**src/sv/gytc_pkg.sv**
```systemverilog
// shared types, constants and angle helpers for the goal yaw trajectory cost block
package gytc_pkg;

  localparam int MAX_STEPS_DEF = 64;

  localparam int YAW_W    = 15;
  localparam int ANG_W    = 17;
  localparam int ERR_W    = 14;
  localparam int SUM_W    = 21;
  localparam int CNT_W    = 11;
  localparam int COST_W   = 32;
  localparam int WEIGHT_W = 16;
  localparam int POWER_W  = 4;
  localparam int LEN_W    = 16;
  localparam int CFG_W    = 16;
  localparam int IDX_W    = 3;

  // dividend is the sum scaled by sixteen
  localparam int DIV_W  = SUM_W + 4;
  localparam int X_W    = DIV_W + WEIGHT_W - 8;
  localparam int PROD_W = COST_W + X_W;

  localparam int Q_DEPTH = 2;

  localparam logic signed [ANG_W-1:0] PI_Q12     = 17'sd12868;
  localparam logic signed [ANG_W-1:0] TWO_PI_Q12 = 17'sd25736;

  localparam logic [IDX_W-1:0] REG_ENABLED     = 3'd0;
  localparam logic [IDX_W-1:0] REG_WEIGHT      = 3'd1;
  localparam logic [IDX_W-1:0] REG_POWER       = 3'd2;
  localparam logic [IDX_W-1:0] REG_THRESHOLD   = 3'd3;
  localparam logic [IDX_W-1:0] REG_SYMMETRIC   = 3'd4;
  localparam logic [IDX_W-1:0] REG_GOAL_YAW    = 3'd5;
  localparam logic [IDX_W-1:0] REG_PATH_LENGTH = 3'd6;

  typedef struct packed {
    logic                       enabled;
    logic [WEIGHT_W-1:0]        weight;
    logic [POWER_W-1:0]         power;
    logic [LEN_W-1:0]           threshold;
    logic                       symmetric;
    logic signed [YAW_W-1:0]    goal_yaw;
    logic [LEN_W-1:0]           path_length;
  } cfg_t;

  typedef struct packed {
    logic [SUM_W-1:0]    sum;
    logic [CNT_W-1:0]    count;
    logic [COST_W-1:0]   cost;
    logic                act;
    logic [POWER_W-1:0]  power;
    logic [WEIGHT_W-1:0] weight;
  } job_t;

  function automatic logic signed [ANG_W-1:0] sext_ang(input logic [YAW_W-1:0] v);
    return {{(ANG_W-YAW_W){v[YAW_W-1]}}, v};
  endfunction

  // one correction by two pi is enough for any difference of two 15-bit angles
  function automatic logic signed [ANG_W-1:0] wrap_ang(input logic signed [ANG_W-1:0] a);
    logic signed [ANG_W-1:0] r;
    if (a > PI_Q12) r = a - TWO_PI_Q12;
    else if (a < -PI_Q12) r = a + TWO_PI_Q12;
    else r = a;
    return r;
  endfunction

  function automatic logic [ERR_W-1:0] abs_ang(input logic signed [ANG_W-1:0] a);
    logic signed [ANG_W-1:0] n;
    n = -a;
    return a[ANG_W-1] ? n[ERR_W-1:0] : a[ERR_W-1:0];
  endfunction

endpackage

```
**src/sv/gytc_ifs.sv**
```systemverilog
// valid/ready channel interfaces for samples in and costs out
interface gytc_in_if;
  logic               valid;
  logic               ready;
  logic signed [14:0] yaw;
  logic [31:0]        cost_in;
  logic               last;
  modport source(output valid, yaw, cost_in, last, input ready);
  modport sink(input valid, yaw, cost_in, last, output ready);
endinterface

interface gytc_out_if;
  logic        valid;
  logic        ready;
  logic [31:0] cost_out;
  modport source(output valid, cost_out, input ready);
  modport sink(input valid, cost_out, output ready);
endinterface

```
**src/sv/goal_yaw_trajectory_cost.sv**
```systemverilog
// Goal heading cost for sampled trajectories. Yaw samples stream in on the samples
// channel at one beat per clock; each sample's wrapped heading error is accumulated
// in a two-stage front end that never stalls except when a row end finds the
// two-entry job queue full. Each row end becomes a job for the back end, which
// produces one beat on the costs channel. A job is popped and then, when the
// critic is active, goes through restoring division (one quotient bit per cycle),
// the weight multiply, a multiply and a saturate step for each power step above
// one and the saturating add; the result then waits in the output register until
// taken. When the cost passes through, the popped job goes straight to the output
// register. Configuration must be written through cfg_we/cfg_index/cfg_data only
// while idle, which binds the user; the block itself has no check for this.
module goal_yaw_trajectory_cost #(
  parameter int MAX_STEPS = gytc_pkg::MAX_STEPS_DEF
) (
  input  logic                           clk,
  input  logic                           rst,
  gytc_in_if.sink                        samples,
  gytc_out_if.source                     costs,
  input  logic                           cfg_we,
  input  logic [gytc_pkg::IDX_W-1:0]     cfg_index,
  input  logic [gytc_pkg::CFG_W-1:0]     cfg_data
);
  import gytc_pkg::*;

  cfg_t cfg;
  logic q_push, q_full, q_pop, q_valid;
  job_t push_job, pop_job;

  always_ff @(posedge clk) begin
    if (rst) begin
      cfg.enabled     <= 1'b1;
      cfg.weight      <= 16'd768;
      cfg.power       <= 4'd1;
      cfg.threshold   <= 16'd358;
      cfg.symmetric   <= 1'b0;
      cfg.goal_yaw    <= '0;
      cfg.path_length <= '0;
    end else if (cfg_we) begin
      case (cfg_index)
        REG_ENABLED:     cfg.enabled     <= cfg_data[0];
        REG_WEIGHT:      cfg.weight      <= cfg_data[WEIGHT_W-1:0];
        REG_POWER:       cfg.power       <= cfg_data[POWER_W-1:0];
        REG_THRESHOLD:   cfg.threshold   <= cfg_data[LEN_W-1:0];
        REG_SYMMETRIC:   cfg.symmetric   <= cfg_data[0];
        REG_GOAL_YAW:    cfg.goal_yaw    <= cfg_data[YAW_W-1:0];
        REG_PATH_LENGTH: cfg.path_length <= cfg_data[LEN_W-1:0];
        default: begin
        end
      endcase
    end
  end

  gytc_front #(
    .MAX_STEPS(MAX_STEPS)
  ) u_front (
    .clk     (clk),
    .rst     (rst),
    .samples (samples),
    .cfg     (cfg),
    .q_full  (q_full),
    .q_push  (q_push),
    .q_job   (push_job)
  );

  gytc_queue u_queue (
    .clk      (clk),
    .rst      (rst),
    .push     (q_push),
    .push_job (push_job),
    .full     (q_full),
    .pop      (q_pop),
    .valid    (q_valid),
    .pop_job  (pop_job)
  );

  gytc_back u_back (
    .clk     (clk),
    .rst     (rst),
    .q_valid (q_valid),
    .q_job   (pop_job),
    .q_pop   (q_pop),
    .costs   (costs)
  );

endmodule

```
**src/sv/gytc_front.sv**
```systemverilog
// front end: per-sample heading error, row accumulation and job hand-off
module gytc_front #(
  parameter int MAX_STEPS = gytc_pkg::MAX_STEPS_DEF
) (
  input  logic             clk,
  input  logic             rst,
  gytc_in_if.sink          samples,
  input  gytc_pkg::cfg_t   cfg,
  input  logic             q_full,
  output logic             q_push,
  output gytc_pkg::job_t   q_job
);
  import gytc_pkg::*;

  logic                    a_valid;
  logic [ERR_W-1:0]        a_err;
  logic                    a_last;
  logic [COST_W-1:0]       a_cost;
  logic [SUM_W-1:0]        sum;
  logic [CNT_W-1:0]        count;

  logic signed [ANG_W-1:0] yaw_x, goal_x, goal_flip;
  logic [ERR_W-1:0]        err_goal, err_flip, err;
  logic                    advance, take;
  logic [SUM_W:0]          sum_wide;
  logic [SUM_W-1:0]        sum_next;
  logic [CNT_W-1:0]        count_next;

  always_comb begin
    yaw_x     = sext_ang(samples.yaw);
    goal_x    = sext_ang(cfg.goal_yaw);
    goal_flip = wrap_ang(goal_x + PI_Q12);
    err_goal  = abs_ang(wrap_ang(yaw_x - goal_x));
    err_flip  = abs_ang(wrap_ang(yaw_x - goal_flip));
    err       = (cfg.symmetric && err_flip < err_goal) ? err_flip : err_goal;
  end

  // a row end waits in stage a until the queue has room
  assign advance       = !a_valid || !(a_last && q_full);
  assign samples.ready = advance;

  always_ff @(posedge clk) begin
    if (rst) begin
      a_valid <= 1'b0;
    end else if (advance) begin
      a_valid <= samples.valid;
    end
  end

  always_ff @(posedge clk) begin
    if (advance && samples.valid) begin
      a_err  <= err;
      a_last <= samples.last;
      a_cost <= samples.cost_in;
    end
  end

  always_comb begin
    take       = count < CNT_W'(MAX_STEPS);
    sum_wide   = {1'b0, sum} + (SUM_W+1)'(a_err);
    sum_next   = sum;
    count_next = count;
    if (take) begin
      sum_next   = sum_wide[SUM_W] ? {SUM_W{1'b1}} : sum_wide[SUM_W-1:0];
      count_next = count + 1'b1;
    end
  end

  assign q_push       = a_valid && a_last && !q_full;
  assign q_job.sum    = sum_next;
  assign q_job.count  = count_next;
  assign q_job.cost   = a_cost;
  assign q_job.act    = cfg.enabled && (cfg.path_length <= cfg.threshold);
  assign q_job.power  = cfg.power;
  assign q_job.weight = cfg.weight;

  always_ff @(posedge clk) begin
    if (rst) begin
      sum   <= '0;
      count <= '0;
    end else if (a_valid && advance) begin
      if (a_last) begin
        sum   <= '0;
        count <= '0;
      end else begin
        sum   <= sum_next;
        count <= count_next;
      end
    end
  end

endmodule

```
**src/sv/gytc_queue.sv**
```systemverilog
// short job queue between the front and back ends
module gytc_queue (
  input  logic           clk,
  input  logic           rst,
  input  logic           push,
  input  gytc_pkg::job_t push_job,
  output logic           full,
  input  logic           pop,
  output logic           valid,
  output gytc_pkg::job_t pop_job
);
  import gytc_pkg::*;

  localparam int PTR_W = (Q_DEPTH > 1) ? $clog2(Q_DEPTH) : 1;
  localparam int FILL_W = $clog2(Q_DEPTH + 1);

  job_t              slots [Q_DEPTH];
  logic [PTR_W-1:0]  wr_ptr, rd_ptr;
  logic [FILL_W-1:0] fill;

  assign full    = fill == FILL_W'(Q_DEPTH);
  assign valid   = fill != '0;
  assign pop_job = slots[rd_ptr];

  function automatic logic [PTR_W-1:0] bump(input logic [PTR_W-1:0] p);
    return (p == PTR_W'(Q_DEPTH - 1)) ? '0 : p + 1'b1;
  endfunction

  always_ff @(posedge clk) begin
    if (push) begin
      slots[wr_ptr] <= push_job;
    end
  end

  always_ff @(posedge clk) begin
    if (rst) begin
      wr_ptr <= '0;
      rd_ptr <= '0;
      fill   <= '0;
    end else begin
      if (push) wr_ptr <= bump(wr_ptr);
      if (pop)  rd_ptr <= bump(rd_ptr);
      if (push && !pop) fill <= fill + 1'b1;
      else if (pop && !push) fill <= fill - 1'b1;
    end
  end

endmodule

```
**src/sv/gytc_back.sv**
```systemverilog
// back end: mean by restoring division, weighting, power steps and saturating add, or pass-through of the input cost
module gytc_back (
  input  logic           clk,
  input  logic           rst,
  input  logic           q_valid,
  input  gytc_pkg::job_t q_job,
  output logic           q_pop,
  gytc_out_if.source     costs
);
  import gytc_pkg::*;

  localparam logic [2:0] S_IDLE   = 3'd0;
  localparam logic [2:0] S_DIV    = 3'd1;
  localparam logic [2:0] S_MUL    = 3'd2;
  localparam logic [2:0] S_POW    = 3'd3;
  localparam logic [2:0] S_POWSAT = 3'd4;
  localparam logic [2:0] S_ADD    = 3'd5;
  localparam logic [2:0] S_OUT    = 3'd6;

  localparam int DCNT_W = $clog2(DIV_W);

  logic [2:0]          state;
  job_t                job;
  logic [CNT_W-1:0]    rem;
  logic [DIV_W-1:0]    quo;
  logic [DCNT_W-1:0]   dcnt;
  logic [X_W-1:0]      x;
  logic [COST_W-1:0]   r;
  logic [PROD_W-1:0]   prod;
  logic [POWER_W-1:0]  k;
  logic [COST_W-1:0]   res;

  logic [CNT_W:0]                  trial;
  logic                            qbit;
  logic [DIV_W+WEIGHT_W-1:0]       scaled;
  logic [X_W-1:0]                  x_next;
  logic [PROD_W-1:0]               prod_next;
  logic [PROD_W-17:0]              shifted;
  logic [POWER_W-1:0]              k_next;
  logic [COST_W:0]                 total;

  always_comb begin
    trial     = {rem, quo[DIV_W-1]};
    qbit      = trial >= {1'b0, job.count};
    scaled    = quo * job.weight;
    x_next    = scaled[DIV_W+WEIGHT_W-1:8];
    // x is one bit wider than a 32-bit multiplier, its top bit adds r shifted up
    prod_next = PROD_W'(r * x[COST_W-1:0])
              + (x[X_W-1] ? PROD_W'({r, {COST_W{1'b0}}}) : '0);
    shifted   = prod[PROD_W-1:16];
    k_next    = k + 1'b1;
    total     = {1'b0, job.cost} + {1'b0, r};
  end

  assign q_pop          = (state == S_IDLE) && q_valid;
  assign costs.valid    = state == S_OUT;
  assign costs.cost_out = res;

  always_ff @(posedge clk) begin
    if (rst) begin
      state <= S_IDLE;
    end else begin
      case (state)
        S_IDLE: begin
          if (q_valid) begin
            if (q_job.act && q_job.count != '0) state <= S_DIV;
            else state <= S_OUT;
          end
        end
        S_DIV: begin
          if (dcnt == DCNT_W'(DIV_W - 1)) state <= S_MUL;
        end
        S_MUL: begin
          state <= (job.power > POWER_W'(1)) ? S_POW : S_ADD;
        end
        S_POW: begin
          state <= S_POWSAT;
        end
        S_POWSAT: begin
          state <= (k_next < job.power) ? S_POW : S_ADD;
        end
        S_ADD: begin
          state <= S_OUT;
        end
        S_OUT: begin
          if (costs.ready) state <= S_IDLE;
        end
        default: begin
          state <= S_IDLE;
        end
      endcase
    end
  end

  always_ff @(posedge clk) begin
    case (state)
      S_IDLE: begin
        job  <= q_job;
        rem  <= '0;
        quo  <= {q_job.sum, 4'b0000};
        dcnt <= '0;
        res  <= q_job.cost;
      end
      S_DIV: begin
        rem  <= qbit ? CNT_W'(trial - {1'b0, job.count}) : trial[CNT_W-1:0];
        quo  <= {quo[DIV_W-2:0], qbit};
        dcnt <= dcnt + 1'b1;
      end
      S_MUL: begin
        x <= x_next;
        r <= x_next[X_W-1] ? {COST_W{1'b1}} : x_next[COST_W-1:0];
        k <= POWER_W'(1);
      end
      S_POW: begin
        prod <= prod_next;
      end
      S_POWSAT: begin
        r <= (|shifted[PROD_W-17:COST_W]) ? {COST_W{1'b1}} : shifted[COST_W-1:0];
        k <= k_next;
      end
      S_ADD: begin
        res <= total[COST_W] ? {COST_W{1'b1}} : total[COST_W-1:0];
      end
      default: begin
      end
    endcase
  end

endmodule

```
**src/flat_wrapper.sv**
```systemverilog
// flat-port wrapper written by rule: the top's interface ports become plain ports
module goal_yaw_trajectory_cost_flat import gytc_pkg::*;
#(
  parameter int MAX_STEPS = gytc_pkg::MAX_STEPS_DEF
)
  (clk, rst, cfg_we, cfg_index, cfg_data, samples_valid, samples_yaw, samples_cost_in, samples_last, samples_ready, costs_valid, costs_cost_out, costs_ready);
  gytc_in_if samples_i ();
  gytc_out_if costs_i ();
  input  logic clk;
  input  logic rst;
  input  logic cfg_we;
  input  logic [gytc_pkg::IDX_W-1:0] cfg_index;
  input  logic [gytc_pkg::CFG_W-1:0] cfg_data;
  input wire logic [$bits(samples_i.valid)-1:0] samples_valid;
  input wire logic [$bits(samples_i.yaw)-1:0] samples_yaw;
  input wire logic [$bits(samples_i.cost_in)-1:0] samples_cost_in;
  input wire logic [$bits(samples_i.last)-1:0] samples_last;
  output wire logic [$bits(samples_i.ready)-1:0] samples_ready;
  output wire logic [$bits(costs_i.valid)-1:0] costs_valid;
  output wire logic [$bits(costs_i.cost_out)-1:0] costs_cost_out;
  input wire logic [$bits(costs_i.ready)-1:0] costs_ready;
  assign samples_i.valid = samples_valid;
  assign samples_i.yaw = samples_yaw;
  assign samples_i.cost_in = samples_cost_in;
  assign samples_i.last = samples_last;
  assign samples_ready = samples_i.ready;
  assign costs_valid = costs_i.valid;
  assign costs_cost_out = costs_i.cost_out;
  assign costs_i.ready = costs_ready;
  goal_yaw_trajectory_cost #(.MAX_STEPS(MAX_STEPS)) u_core (.clk(clk), .rst(rst), .samples(samples_i), .costs(costs_i), .cfg_we(cfg_we), .cfg_index(cfg_index), .cfg_data(cfg_data));
endmodule
```
**config.mk**
```make
export PLATFORM = sky130hd
export DESIGN_NAME = goal_yaw_trajectory_cost_flat
export DESIGN_NICKNAME = d
export VERILOG_FILES = /design/src/sv/gytc_pkg.sv /design/src/sv/gytc_ifs.sv /design/src/sv/goal_yaw_trajectory_cost.sv /design/src/sv/gytc_front.sv /design/src/sv/gytc_queue.sv /design/src/sv/gytc_back.sv /design/src/flat_wrapper.sv
export SDC_FILE = /design/constraint.sdc
export NUM_CORES = 2
export LEC_CHECK = 0
export BUFFER_PORTS_ARGS = -buffer_cell sky130_fd_sc_hd__buf_2
export CORE_ASPECT_RATIO = 0.5
export CORE_MARGIN = 4
export CORE_UTILIZATION = 60
export CTS_BUF_LIST = sky130_fd_sc_hd__clkbuf_4 sky130_fd_sc_hd__clkbuf_8 sky130_fd_sc_hd__clkbuf_16
export DETAILED_ROUTE_END_ITERATION = 6
export PLACE_DENSITY_LB_ADDON = 0.1
export SETUP_SLACK_MARGIN = 0.3
export SLEW_MARGIN = 0
export SYNTH_ARGS = -nofsm -noshare
export SYNTH_HDL_FRONTEND = slang
export SYNTH_SLANG_ARGS = --single-unit
```
**constraint.sdc**
```tcl
create_clock -name clk -period 18.91 [get_ports clk]
set_input_delay 2.8365 -clock clk [delete_from_list [all_inputs] [get_ports clk]]
set_output_delay 2.8365 -clock clk [all_outputs]
set_load 0.05 [all_outputs]
```
== Word-level counts from Yosys, hierarchy flattened ==
Memory sizes are Yosys's and may differ from the RTL's. A register that Yosys moved wholly into a read port is not among the register bits.
Index checks and enable logic that the tools add are counted.

* Flip-flop bits (word level): 426
* Bits in writable memories: 170
* Input bits: 72
* Logic and storage cells: 157
* Memories kept: 1
* Output and inout bits: 34

{| class="wikitable"
|+ Memories
! name !! depth !! width !! read ports !! clocked after Yosys merged registers in !! wr ports !! RTL line !! RTL
|-
| u_core.u_queue.slots || 2 || 85 || 1 || 1 || 1 || gytc_queue.sv:17 || <nowiki>job_t slots [Q_DEPTH];</nowiki>
|}

* $lt $le $gt $ge: 12
* Add/sub/neg operators: 22
* Muxes and demuxes: 40
* Eq/ne operators: 17
* Multipliers: 2
* Reduce and logical (&&, ||, !) cells: 34

{| class="wikitable"
|+ Operator list
! cell !! count
|-
| $pmux W32 S2 || 2
|-
| $mux W17 || 6
|-
| $mux W32 || 3
|-
| $add A64 B64 Y65 || 1
|-
| $mul A32 B32 Y64 || 1
|-
| $mux W64 || 1
|-
| $mux W21 || 3
|-
| $pmux W25 S2 || 1
|-
| $mux W14 || 3
|-
| $mul A25 B16 Y41 || 1
|-
| $add A17 B16 Y17 const B || 2
|-
| $gt A17 B15 Y1 const B || 2
|-
| $lt A17 B15 Y1 const B || 2
|-
| $sub A17 B16 Y17 const B || 2
|-
| $add A32 B32 Y33 || 1
|-
| $mux W11 || 3
|-
| $neg A14 Y14 || 2
|-
| $add A21 B14 Y22 || 1
|-
| $pmux W11 S2 || 1
|-
| $pmux W3 S7 || 1
|-
| $eq A3 B3 Y1 const B || 6
|-
| $mux W3 || 6
|-
| $add A16 B16 Y17 const B || 1
|-
| $reduce_or A17 Y1 || 1
|-
| 37 further kinds || 74
|}

== Depth between registers and ports, before layout ==
* Depth in word-level cells: 13
* Depth in mapped cells: 45

== Modules after synthesis ==
A second synthesis with hierarchy kept.

* Cells, all modules: 7630
* Area total of the unflattened synthesis: 75995.4 sq um

{| class="wikitable"
|+ By module, submodules not included
! module !! cells an instance !! instances !! area an instance (sq um)
|-
| gytc_back || 5957 || 1 || 57500.1
|-
| gytc_front || 1124 || 1 || 9257.6
|-
| gytc_queue || 286 || 1 || 6348.6
|-
| goal_yaw_trajectory_cost || 263 || 1 || 2889.0
|}

== Worst setup path after synthesis ==
No wires, ideal clock.

* Kind: input to register
* From: input samples_yaw[0]
* To: register u_core.u_front.a_err[13], data pin
* Buffers on the path: 2
* Stages on the path: 32
* Data arrival time: 8.945 ns
* Setup slack: 9.688 ns
* Cells stage by stage: inv_1 > ha_1 > inv_1 > fa_1 > a21o_1 > a31o_1 > a31o_1 > a2111oi_4 > nor3_1 > o311ai_1 > o311ai_4 > o31a_1 > buf_4 > or2_1 > o22ai_1 > buf_2 > mux2i_1 > ha_1 > o21a_1 > o21a_1 > o21a_1 > o21a_1 > o21a_1 > o21a_1 > o21a_1 > o21a_1 > o21a_1 > o21ai_0 > a32oi_1 > and4b_1 > a21oi_1 > o211ai_1

* Cells in the longest elaborated chain, start to end: 9
* Elaborated cells between the ends (all ways): 21
* Those cells by class: 8 x add/sub; 5 x order compare; 7 x mux; 1 x reduce/logical

{| class="wikitable"
|+ RTL lines
! item !! RTL line !! RTL
|-
| from (decl) || flat_wrapper.sv:15 || <nowiki>input wire logic [$bits(samples_i.yaw)-1:0] samples_yaw;</nowiki>
|-
| $sub A15 B17 Y17 or $sub A15 B15 Y16 (tied branches) || gytc_front.sv:34, gytc_front.sv:33 ||
|-
| $add A17 B16 Y17, or another cell as far along || gytc_pkg.sv:63 || <nowiki>else if (a < -PI_Q12) r = a + TWO_PI_Q12;</nowiki>
|-
| $mux W17 || gytc_pkg.sv:63 ||
|-
| $mux W17 || gytc_pkg.sv:62 || <nowiki>if (a > PI_Q12) r = a - TWO_PI_Q12;</nowiki>
|-
| $neg A14 Y14 || gytc_pkg.sv:70 || <nowiki>n = -a;</nowiki>
|-
| $mux W14 || gytc_pkg.sv:71 || <nowiki>return a[ANG_W-1] ? n[ERR_W-1:0] : a[ERR_W-1:0];</nowiki>
|-
| $lt A14 B14 Y1 || gytc_front.sv:35 || <nowiki>err = (cfg.symmetric && err_flip < err_goal) ? err_flip : err_goal;</nowiki>
|-
| $logic_and A1 B1 Y1 || gytc_front.sv:35 ||
|-
| $mux W14 * || gytc_front.sv:35 ||
|-
| named net u_core.u_front.err[13] || gytc_front.sv:23 || <nowiki>logic [ERR_W-1:0] err_goal, err_flip, err;</nowiki>
|-
| to (signal assigned) || gytc_front.sv:52 || <nowiki>a_err <= err;</nowiki>
|-
| to (decl) || gytc_front.sv:16 || <nowiki>logic [ERR_W-1:0] a_err;</nowiki>
|}

The timed path passes the listed nets; every way through them passes the cells marked *.
A chain may end at the register's enable or synchronous reset.

== Worst setup path after layout ==
* From: register u_core.cfg[18] (netlist name)
* To: register u_core.u_front.a_err[13], data pin

* Cells in the longest elaborated chain, start to end: 13
* Elaborated cells between the ends (all ways): 28
* Those cells by class: 11 x add/sub; 7 x order compare; 9 x mux; 1 x reduce/logical

{| class="wikitable"
|+ RTL lines
! item !! RTL line !! RTL
|-
| $add A15 B15 Y16 || gytc_front.sv:32 || <nowiki>goal_flip = wrap_ang(goal_x + PI_Q12);</nowiki>
|-
| $add A17 B16 Y17 or $lt A17 B15 Y1 (tied branches) || gytc_pkg.sv:63 ||
|-
| $mux W17 || gytc_pkg.sv:63 ||
|-
| $mux W17 || gytc_pkg.sv:62 ||
|-
| $sub A15 B17 Y17 || gytc_front.sv:34 || <nowiki>err_flip = abs_ang(wrap_ang(yaw_x - goal_flip));</nowiki>
|-
| $add A17 B16 Y17 or $lt A17 B15 Y1 (tied branches) || gytc_pkg.sv:63 ||
|-
| $mux W17 || gytc_pkg.sv:63 ||
|-
| $mux W17 || gytc_pkg.sv:62 ||
|-
| $neg A14 Y14 || gytc_pkg.sv:70 ||
|-
| $mux W14 || gytc_pkg.sv:71 ||
|-
| $lt A14 B14 Y1 || gytc_front.sv:35 ||
|-
| $logic_and A1 B1 Y1 || gytc_front.sv:35 ||
|-
| $mux W14 * || gytc_front.sv:35 ||
|-
| named net u_core.u_front.err[13] || gytc_front.sv:23 ||
|}

Marked as above.

==> reports/metrics.csv <==
stage,metric,value,unit
status,status,"finished, final reports clean",
yosys,post_synth_instance_area,73020,um2
grt,antenna_found_initial,5,
floorplan,io_pins,106,
setup_path,critical_path_class,register to register,
yosys,avgSynthCellArea,9.780,um2
yosys,dominantRegCellSynth,edfxtp_1,
setup_path,path_max_fanout,17,
placed_design,pre_cts_ws,8.765,ns
sta,slew_headroom,0.04447,
clock_tree,clk_path_buf_depth,3,
sta,fin_crit_sh,0.5401,
clock_tree,tritoncts,yes,
floorplan,dieArea,127700,um2
sta,fin_ws,8.697,ns
floorplan,coreArea,120700,um2
layout,stdcell_area,76910,um2
grt,grt_max_degree,86,
clock_tree,cts.reportedPaths.clkPinSlew,0.07,ns
clock_tree,cts-root-buf,clkbuf_16,
setup_path,startpoint_type,register,
yosys,synth_cells,7466,
layout,drive_gt1_frac,0.05112,
min_path,hp-class,register to register,
drt,postRouteAntennaNets,0,
placed_design,routabilityCongestion,0.9450,
setup_path,worst_ep_required_time,19.25,ns
setup_path,crit_path_top_delay_cell,a32oi_1,
grt,grt_pass1_vias,55990,
clock_tree,ctsHoldBuffers,0,
placed_design,dp.cells,8922,
clock_tree,numCtsBuffers,55,
clock_tree,htreeDepth,2,
sta,hold_viol_final,0,
layout,synthToLayoutAreaGrowth,5.329,%
sta,fin_tns_setup,0,ns
sta,skew,0.06291,ns
yosys,yosysUniqueCellTypes,98,
drt,viasPerCell,5.800,
clock_tree,clock_sinks,581,
clock_tree,ctsResizeCount,0,
sta,finalSetupViolations,0,
drt,drt_iter0_markers,4067,
sta,final_max_slew_viol_count,0,
floorplan,die_h,254.7,um
yosys,synth.net_count,9304,
setup_path,endpoint_kind,register,
setup_path,worst_path_most_repeated_cell,o21a_1,
drt,drc,0,
placed_design,placed_cell_area,74980,um2
sta,rsz0062_at_grt,no,
grt,grt_pass1_wl,312700,um
floorplan,rows,90,
layout,nFillCells,9815,
grt,grt_util_all_layers,0.3157,
sta,tightest_slew,1.433,ns
drt,drt-total-wl,197100,um
run,max_cap_viol_count,0,
drt,dr.pass1.iters,6,
setup_path,worst-path-buf-inv,2,
placed_design,numPortBuffers,105,
setup_path,slowest_delay,0.83,ns
yosys,synth_edf_count,471,
setup_path,arrival,10.55,ns
floorplan,initial_core_util,0.6049,
drt,vias,52360,
yosys,yosys_warnings,0,
clock_tree,clk_latency,0.66,ns
floorplan,die_width,501.3,um
grt,grt_overflow,0,
layout,final_cells,9028,
sta,period_needed,10.21,ns
placed_design,hpwl,139500,um
drt,wl_per_cell,21.83,um
yosys,async_reset_ff_frac,0,
sta,fmax,97.92,MHz
yosys,ys_seq_area_frac,0.2239,
yosys,synth-seq-cells,581,
setup_path,critPathTopFamily,compound AO/OA/AOI/OAI gates,
clock_tree,cts_setup_buffers,0,
layout,nets,9207,
[worst reg2reg max path: cells and delay by family, from the launching register on]
kind / cells / cell delay (ns)
buffers and inverters: 2 / 0.32
AO/OA/AOI/OAI: 24 / 5.23
multiplexers: 1 / 0.44
flip-flops: 1 / 0.53
XOR/XNOR: 3 / 1.18
adder cells (fa/ha/maj): 4 / 1.24
AND/OR/NAND/NOR: 5 / 0.96
[cells in the final DEF, fill, tap and decap left out, types with 19 or more instances in the layout]
master     count
inv_1       1466
a31oi_1       27
a22oi_1       37
mux2_2        37
nand3_1       50
ha_1         514
nand2b_1      37
nor2b_1       31
or3_1         19
a21o_1        69
xnor2_1      152
o21a_1        48
nand2_1     1238
xor2_1        69
edfxtp_1     471
mux2i_1       74
buf_4         92
nor3_1        38
o21ai_0      106
nand4_1       21
o22a_1        32
fa_1        1252
buf_2        105
and2_1       480
a21oi_1      223
nor2_1       219
dfxtp_1      109
and3_1        20
clkbuf_16     55
[Yosys cell counts, drive strengths merged (6+ instances only)]
cell / count / share of area
o211ai: 16 / 0.0016
nor2b: 31 / 0.0027
a211oi: 15 / 0.0016
xor2: 69 / 0.0083
nand3: 50 / 0.0034
inv: 1466 / 0.075
nor3b: 6 / 0.00062
o31ai: 15 / 0.0015
a21boi: 11 / 0.0011
a21o: 69 / 0.0071
or4: 7 / 0.00072
a22oi: 37 / 0.0038
o21a: 48 / 0.0049
nand3b: 10 / 0.0010
or2: 19 / 0.0016
o22ai: 14 / 0.0012
a31oi: 29 / 0.0026
clkbuf: 340 / 0.017
nand2b: 37 / 0.0032
edfxtp: 471 / 0.19
nand4: 21 / 0.0018
o21bai: 17 / 0.0017
nor3: 42 / 0.0030
and3: 20 / 0.0017
a41oi: 6 / 0.00072
nand2: 1238 / 0.064
or3: 20 / 0.0018
buf: 11 / 0.00075
xnor2: 154 / 0.019
nor2: 221 / 0.011
o21ai: 117 / 0.0080
ha: 514 / 0.088
mux2i: 74 / 0.010
a21oi: 223 / 0.015
a32oi: 9 / 0.0012
and2: 481 / 0.041
o22a: 32 / 0.0038
nor4: 13 / 0.0014
fa: 1252 / 0.34
mux2: 37 / 0.0057
a31o: 7 / 0.00084
dfxtp: 110 / 0.030
[flip-flops by register name, summed over array words and instances, names as in the netlist, 4 cells and up, named ones only]
signal                        flops
u_core.u_front.a_cost            32
u_core.u_front.count             11
u_core.u_back.job                63
u_core.u_back.k                   4
u_core.u_back.costs.cost_out     32
u_core.u_front.a_err             14
u_core.u_back.prod               49
u_core.u_back.rem                11
u_core.u_back.quo                25
u_core.u_front.sum               21
u_core.u_back.dcnt                5
u_core.u_back.x                  33
u_core.cfg                       69
u_core.u_queue.slots            170
u_core.u_back.r                  32
[worst paths after layout]
path | from | endpoint | slack, ns | depth (start not counted)
setup / recovery | u_core.cfg[18]$_SDFFE_PP0P_ | u_core.u_front.a_err[13]$_DFFE_PP_ | 8.70 | 39
hold / removal | u_core.u_front.a_cost[27]$_DFFE_PP_ | u_core.u_queue.slots[0][48]$_DFFE_PP_ | 0.40 | 0
setup reg to reg | u_core.cfg[18]$_SDFFE_PP0P_ | u_core.u_front.a_err[13]$_DFFE_PP_ | 8.70 | 39
hold reg to reg | u_core.u_front.a_cost[27]$_DFFE_PP_ | u_core.u_queue.slots[0][48]$_DFFE_PP_ | 0.40 | 0
[routing by layer]
layer | wire length [um] | global-route usage | vias up
met5 | 12 | 0 | -
met4 | 5677 | 0.08869 | 2
met3 | 19900 | 0.07496 | 366
met2 | 90590 | 0.5090 | 2487
met1 | 80920 | 0.4329 | 26570
li1 | - | - | 22940
[logic make-up after synthesis]
logic type / Yosys count / share of synthesized area
simple gates: 2233 / 0.1414
compound gates: 735 / 0.06700
flops: 581 / 0.2239
fa+ha+maj: 1766 / 0.4313
buf+inv: 1817 / 0.09360
xor+xnor: 223 / 0.02695
mux: 111 / 0.01585
[through the flow]
| stage | util | hold slack (ns) |
|---|---|---|
| after floorplan | - | 0.4178 |
| after global placement | 0.6212 | 0.4279 |
| after detailed placement | 0.6212 | 0.4330 |
| after CTS | 0.6370 | 0.3984 |
| after global routing | 0.6370 | 0.4068 |
| final | 0.6371 | 0.4043 |
[area by class of cell]
cell class | instances | area (um2) | share of cell area
clock buffers | 63 | 1436 | 0.01868
inverters | 1466 | 5503 | 0.07155
multi-input cells | 5068 | 49900 | 0.6489
flip-flops and latches | 581 | 16350 | 0.2126
well taps | 1610 | 2014 | 0.02619
clock inverters | 39 | 476.7 | 0.006198
repair buffers | 197 | 1216 | 0.01581
diodes | 4 | 10.01 | 0.0001302
Power is not shown: default switching activity piles up to over one toggle a cycle in this logic, so the estimate is an artifact.
